==> config.mk <==
export PLATFORM = sky130hd
export DESIGN_NAME = sonar_echo_ranger_top
export DESIGN_NICKNAME = d
export VERILOG_FILES = /design/src/rtl/core/ser_pkg.sv /design/src/rtl/core/sonar_echo_ranger_top.sv
export SDC_FILE = /design/constraint.sdc
export NUM_CORES = 1
export LEC_CHECK = 0
export CORE_ASPECT_RATIO = 1.1
export CORE_MARGIN = 2
export CORE_UTILIZATION = 42
export DETAILED_ROUTE_END_ITERATION = 12
export DONT_BUFFER_PORTS = 1
export GPL_ROUTABILITY_DRIVEN = 0
export PLACE_DENSITY = 0.61
export SKIP_CTS_REPAIR_TIMING = 1
export SLEW_MARGIN = 20
export SYNTH_ARGS = -nofsm -noshare
export SYNTH_HDL_FRONTEND = slang
export SYNTH_SLANG_ARGS = --single-unit
==> constraint.sdc <==
create_clock -name clk -period 16 [get_ports clk]
set_clock_uncertainty 0.05 [all_clocks]
set_input_delay 2.4 -clock clk [delete_from_list [all_inputs] [get_ports clk]]
set_output_delay 2.4 -clock clk [all_outputs]
set_load 0.01 [all_outputs]
==> src/rtl/core/ser_pkg.sv <==
// Package for the sonar echo ranger: item structs, mode and source codes,
// register indexes, reset values and the Q8 scaling constant.
// No dependencies.
package ser_pkg;

  typedef enum logic [1:0] {
    MODE_TICK     = 2'd0,
    MODE_OVERFLOW = 2'd1,
    MODE_ECHO     = 2'd2,
    MODE_READ     = 2'd3
  } mode_t;

  typedef enum logic [1:0] {
    SRC_FRESH    = 2'd0,
    SRC_PREVIOUS = 2'd1,
    SRC_FALLBACK = 2'd2
  } source_t;

  typedef enum logic [2:0] {
    REG_MIN_TICKS      = 3'd0,
    REG_MAX_TICKS      = 3'd1,
    REG_ERROR_LIMIT    = 3'd2,
    REG_FALLBACK_TICKS = 3'd3,
    REG_COMPARES       = 3'd4
  } reg_idx_t;

  typedef struct packed {
    mode_t       mode;
    logic        echo_level;
    logic [15:0] timer_count;
  } in_item_t;

  typedef struct packed {
    logic        trigger_level;
    logic        reading_ready;
    logic [17:0] distance_q8;
    source_t     source;
  } out_item_t;

  localparam int unsigned ADDR_W = 5;

  localparam logic [15:0] MIN_TICKS_RST      = 16'd590;
  localparam logic [15:0] MAX_TICKS_RST      = 16'd59000;
  localparam logic [7:0]  ERROR_LIMIT_RST    = 8'd50;
  localparam logic [15:0] FALLBACK_TICKS_RST = 16'd65490;
  localparam logic [3:0]  COMPARES_RST       = 4'd6;

  localparam logic [7:0]  BAD_COUNT_MAX = 8'd255;
  localparam logic [17:0] DISTANCE_MAX  = 18'd142177;

  // floor(ticks*256/118) == (ticks * ceil(2^29/59)) >> 22, exact for 16-bit ticks
  localparam logic [23:0] Q8_RECIP = 24'd9099507;
  localparam int unsigned Q8_SHIFT = 22;

endpackage

==> src/rtl/core/sonar_echo_ranger_top.sv <==
// Sonar echo ranger: two-stage pipeline. Stage one applies one event to the
// ranging state; stage two scales the selected width to distance in Q8.
// Path: an accepted item is registered in s1_r, then its scaled result in out_r.
// Throughput: one item per cycle; the output register stall holds both stages.
// Reset: synchronous active-low rst_n clears state, loads register defaults.
// Depends on ser_pkg.
module sonar_echo_ranger_top
  import ser_pkg::*;
(
  input  logic              clk,
  input  logic              rst_n,
  input  logic              in_valid,
  output logic              in_ready,
  input  in_item_t          in_data,
  output logic              out_valid,
  input  logic              out_ready,
  output out_item_t         out_data,
  input  logic              cfg_psel,
  input  logic              cfg_penable,
  input  logic              cfg_pwrite,
  input  logic [ADDR_W-1:0] cfg_paddr,
  input  logic [31:0]       cfg_pwdata,
  output logic [31:0]       cfg_prdata,
  output logic              cfg_pready
);

  typedef struct packed {
    logic        trigger_level;
    logic        reading_ready;
    logic [15:0] ticks;
    source_t     source;
  } s1_item_t;

  logic [15:0] min_ticks_r, max_ticks_r, fallback_ticks_r;
  logic [7:0]  error_limit_r;
  logic [3:0]  compares_r;

  logic        measure_done_r, measure_done_nxt;
  logic [15:0] pulse_width_r, pulse_width_nxt;
  logic [15:0] start_count_r, start_count_nxt;
  logic [15:0] last_good_r, last_good_nxt;
  logic [7:0]  bad_count_r, bad_count_nxt;
  logic [2:0]  divider_r, divider_nxt;
  logic        trigger_r, trigger_nxt;

  logic        s1_valid_r;
  s1_item_t    s1_r, s1_nxt;
  logic        out_valid_r;
  out_item_t   out_r;

  logic        advance, in_accept, cfg_write;
  reg_idx_t    cfg_idx;
  logic [3:0]  reload;
  logic [15:0] periods;
  logic        bad;
  logic [39:0] scaled;

  assign cfg_pready = 1'b1;
  assign cfg_idx    = reg_idx_t'(cfg_paddr[ADDR_W-1:2]);
  assign cfg_write  = cfg_psel && cfg_penable && cfg_pwrite;

  always_comb begin
    cfg_prdata = '0;
    case (cfg_idx)
      REG_MIN_TICKS:      cfg_prdata = {16'd0, min_ticks_r};
      REG_MAX_TICKS:      cfg_prdata = {16'd0, max_ticks_r};
      REG_ERROR_LIMIT:    cfg_prdata = {24'd0, error_limit_r};
      REG_FALLBACK_TICKS: cfg_prdata = {16'd0, fallback_ticks_r};
      REG_COMPARES:       cfg_prdata = {28'd0, compares_r};
      default:            cfg_prdata = '0;
    endcase
  end

  always_ff @(posedge clk) begin
    if (!rst_n) begin
      min_ticks_r      <= MIN_TICKS_RST;
      max_ticks_r      <= MAX_TICKS_RST;
      error_limit_r    <= ERROR_LIMIT_RST;
      fallback_ticks_r <= FALLBACK_TICKS_RST;
      compares_r       <= COMPARES_RST;
    end else if (cfg_write) begin
      unique case (cfg_idx)
        REG_MIN_TICKS:      min_ticks_r      <= cfg_pwdata[15:0];
        REG_MAX_TICKS:      max_ticks_r      <= cfg_pwdata[15:0];
        REG_ERROR_LIMIT:    error_limit_r    <= cfg_pwdata[7:0];
        REG_FALLBACK_TICKS: fallback_ticks_r <= cfg_pwdata[15:0];
        REG_COMPARES:       compares_r       <= cfg_pwdata[3:0];
        default: ;
      endcase
    end
  end

  // clamp reload to 1..8
  always_comb begin
    if (compares_r == 4'd0) begin
      reload = 4'd1;
    end else if (compares_r > 4'd8) begin
      reload = 4'd8;
    end else begin
      reload = compares_r;
    end
  end

  assign advance   = !out_valid_r || out_ready;
  assign in_ready  = advance;
  assign in_accept = in_valid && in_ready;

  assign periods = {12'd0, reload} - 16'd1 - {13'd0, divider_r};
  assign bad     = (pulse_width_r < min_ticks_r) || (pulse_width_r > max_ticks_r);

  always_comb begin
    measure_done_nxt = measure_done_r;
    pulse_width_nxt  = pulse_width_r;
    start_count_nxt  = start_count_r;
    last_good_nxt    = last_good_r;
    bad_count_nxt    = bad_count_r;
    divider_nxt      = divider_r;
    trigger_nxt      = trigger_r;
    s1_nxt.reading_ready = 1'b0;
    s1_nxt.ticks         = '0;
    s1_nxt.source        = SRC_FRESH;
    unique case (in_data.mode)
      MODE_TICK: begin
        if (divider_r == 3'd0) begin
          if (!measure_done_r) begin
            pulse_width_nxt = '0;
          end
          measure_done_nxt = 1'b0;
          trigger_nxt      = 1'b1;
          divider_nxt      = 3'(reload - 4'd1);
        end else begin
          divider_nxt = divider_r - 3'd1;
        end
      end
      MODE_OVERFLOW: begin
        trigger_nxt = 1'b0;
      end
      MODE_ECHO: begin
        if (!measure_done_r) begin
          if (in_data.echo_level) begin
            start_count_nxt = in_data.timer_count;
          end else begin
            pulse_width_nxt  = in_data.timer_count - periods - start_count_r;
            measure_done_nxt = 1'b1;
          end
        end
      end
      MODE_READ: begin
        s1_nxt.reading_ready = 1'b1;
        if (bad && (last_good_r != 16'd0)) begin
          if (bad_count_r > error_limit_r) begin
            s1_nxt.ticks  = fallback_ticks_r;
            s1_nxt.source = SRC_FALLBACK;
          end else begin
            if (bad_count_r != BAD_COUNT_MAX) begin
              bad_count_nxt = bad_count_r + 8'd1;
            end
            s1_nxt.ticks  = last_good_r;
            s1_nxt.source = SRC_PREVIOUS;
          end
        end else begin
          bad_count_nxt = '0;
          last_good_nxt = pulse_width_r;
          s1_nxt.ticks  = pulse_width_r;
          s1_nxt.source = SRC_FRESH;
        end
      end
      default: ;
    endcase
    s1_nxt.trigger_level = trigger_nxt;
  end

  always_ff @(posedge clk) begin
    if (!rst_n) begin
      measure_done_r <= 1'b0;
      pulse_width_r  <= '0;
      start_count_r  <= '0;
      last_good_r    <= '0;
      bad_count_r    <= '0;
      divider_r      <= '0;
      trigger_r      <= 1'b0;
    end else if (in_accept) begin
      measure_done_r <= measure_done_nxt;
      pulse_width_r  <= pulse_width_nxt;
      start_count_r  <= start_count_nxt;
      last_good_r    <= last_good_nxt;
      bad_count_r    <= bad_count_nxt;
      divider_r      <= divider_nxt;
      trigger_r      <= trigger_nxt;
    end
  end

  assign scaled = {24'd0, s1_r.ticks} * {16'd0, Q8_RECIP};

  always_ff @(posedge clk) begin
    if (!rst_n) begin
      s1_valid_r  <= 1'b0;
      out_valid_r <= 1'b0;
    end else if (advance) begin
      s1_valid_r  <= in_valid;
      out_valid_r <= s1_valid_r;
    end
  end

  always_ff @(posedge clk) begin
    if (advance) begin
      s1_r                <= s1_nxt;
      out_r.trigger_level <= s1_r.trigger_level;
      out_r.reading_ready <= s1_r.reading_ready;
      out_r.distance_q8   <= scaled[Q8_SHIFT +: 18];
      out_r.source        <= s1_r.source;
    end
  end

  assign out_valid = out_valid_r;
  assign out_data  = out_r;

endmodule

==> results.toml <==
[clock_tree]
cts_tree = "built"
cts.sinks = 165
clockRootBuffer = "clkbuf_16"
clk_path_buf_depth = 2
numCtsBuffers = 17
h-tree-depth = 4
clkLatencyLatePin_ps = 430
clk_pin_slew_ps = 70

[routing]
viasPerCell = 5.29
drt_pass1_iterations = 7
drt-total-wl_mm = 36.3
vias = 11199
ant_nets = 0
drt_iter0_drc = 531
wl_per_cell_um = 17.1
drc_errors = 0

[final_layout]
drive_above_1_share = 0.0423
area_growth_pct = 6.68
finish.utilization = 0.452
antenna_cells = 0
nets = 2041

[logic_synthesis]
synth_most_common_cell = "inv_1"
synth_simple_gate_area_frac = 0.125
syn_avg_cell_area_um2 = 9.21
synth_common_cells = "inv_1 (294), ha_1 (221), fa_1 (138), dfxtp_1 (123), nand2_1 (122)"
ys_seq_elements = 165
ys_seq_area_frac = 0.245
synth_area_leaders = "ha_1 (18%), fa_1 (18%), dfxtp_1 (16%)"
ys_types = 66
ys_warn_count = 0
synth_compound_area_frac = 0.127
synth-adder-area-share = 0.363
synth_edf_count = 42
synth_top_family_by_area = "adder cells"
synthMuxAreaShare = 0.0218
netlist.top_cell.by_area = "ha_1"
synth_top_cell_area_share = 0.182
async_flop_share = 0
synthFlopType = "dfxtp_1"
synth_cells = 1652
synth-xor-area-share = 0.0219
synth_area_um2 = 15200

[worst_setup_path]
crit_type = "flip-flop to flip-flop"
crit_fanout = 10
startpoint_type = "flip-flop"
worstSetupEndpointType = "flip-flop"
critPathRequiredTime_ps = 16130
worstPathArrival_ps = 6970

[global_route]
grt_max_degree = 56
grtUsageTotal = 0.200
grt_pass1_wl_mm = 59.4
grt_pass1_vias = 11262
grt_antenna_before_repair = 0
grt_overflow = 0

[job]
maxCapViolCount = 0

[timing]
finalMaxSlewViolations = 0
max_freq_mhz = 146
rsz0062_at_grt = "no"
final.setup.tns_ps = 0
hold_viol = 0
fin_crit_ps = 6840
min_period_over_period = 0.427
setup_viol = 0
tightestPinTransition_ps = 980
slew_headroom = 0.346

[floorplan]
die_area_um2 = 37800
die_w_um = 185
num_io_pins = 120
initial_core_util = 0.424
row_count = 73
core_um2 = 35900
die_h_um = 204

[power_and_ir_drop]
vdd_drop_max_v = 0.0000550
p_leak_nw = 8.04
switching_share = 0.366
seq_power_share = 0.344
p_comb_frac = 0.362
p_total_mw = 1.45
netSwitchingPower_mw = 0.530
p_int_mw = 0.916
powerDensity_nw_per_um2 = 89.1
clockPowerShare = 0.294

[outcome]
outcome = "finished clean"

[place]
portBuffers = 0
dpl.hpwl_mm = 28.6

[hold_path]
worstHoldPathType = "flip-flop to flip-flop"
==> power by group through the flow <==
stage               Clock, mW  Sequential (mW)  Combinational, mW
floorplan                   0            0.494              0.419
global placement            0            0.508              0.518
detailed placement          0            0.508              0.529
CTS                     0.434            0.499              0.534
global route            0.447            0.501              0.612
finish                  0.425            0.497              0.524
==> flip-flops by register name, indices dropped and copies added (netlist names), 16 cells and up <==
signal            flops
min_ticks_r          16
out_data             22
start_count_r        16
max_ticks_r          16
fallback_ticks_r     16
pulse_width_r        16
s1_r                 20
last_good_r          16
==> cell families (layout without fill, tap and decap cells) <==
family,Yosys count,in the layout
simple gates,402,402
buf+inv,373,338
other cells,2,17
mux,28,28
compound gates,285,285
fa+ha+maj,359,359
flops,165,165
xor+xnor,38,38
==> final cells by class <==
type | instances | area [um2]
Clock inverter | 11 | 110
Clock buffer | 21 | 482
Tap cell | 487 | 609
Timing Repair Buffer | 11 | 82.6
Multi-Input combinational cell | 1129 | 10100
Sequential cell | 165 | 3720
Inverter | 295 | 1110
Fill cell | 3425 | 19700
==> final timing paths <==
kind              startpoint           end  slack, ps  depth (start not counted)
setup / recovery    s1_r[16]  out_data[19]       9160                         19
hold / removal      s1_r[18]  out_data[20]        370                          0
setup reg to reg    s1_r[16]  out_data[19]       9160                         19
hold reg to reg     s1_r[18]  out_data[20]        370                          0
==> per-layer routing <==
metal  up-vias  GRT usage  part of all wire
li1       5482          -                 -
met1      5387      0.259              0.44
met2       280      0.341              0.49
met3        50     0.0307             0.046
met4         0     0.0643             0.026
met5         -          0                 0
==> worst max-delay path, stage by stage, from the launching register on <==
cell and delay [ps]:
edfxtp_1 730, inv_1 100, ha_1 340, xnor2_1 440
ha_1 340, fa_1 470, fa_1 510, inv_1 50
fa_1 500, fa_1 540, inv_1 40, ha_1 290
nand4_1 120, a211oi_1 260, o22ai_1 190, o21ai_0 580
nor3_1 190, o21ai_0 420, a41oi_1 240, xnor2_1 170
==> through the flow <==
| step | setup WS, ps | instances | hold WS, ps | cell area, um2 |
|---|---|---|---|---|
| global route | 8760 | 2119 | 380 | 16200 |
| global placement | 9150 | 2087 | 354 | 15600 |
| floorplan | 9900 | 1667 | 350 | 15300 |
| detailed placement | 9140 | 2087 | 356 | 15600 |
| CTS | 9120 | 2119 | 372 | 16200 |
| finish | 9160 | 2119 | 372 | 16200 |
==> placed cells by master (no fill, tap or decap), drive strengths merged, types with 21 or more instances in the layout <==
cell,instances
clkbuf,21
fa,138
nand3,25
nor2b,24
edfxtp,42
nor3,46
xnor2,24
nand2,122
nand4,28
dfxtp,123
nor2,102
mux2i,23
a21o,31
ha,221
o21ai,25
inv,302
a21oi,99
Note: power is estimated with default switching activity, not from simulation.
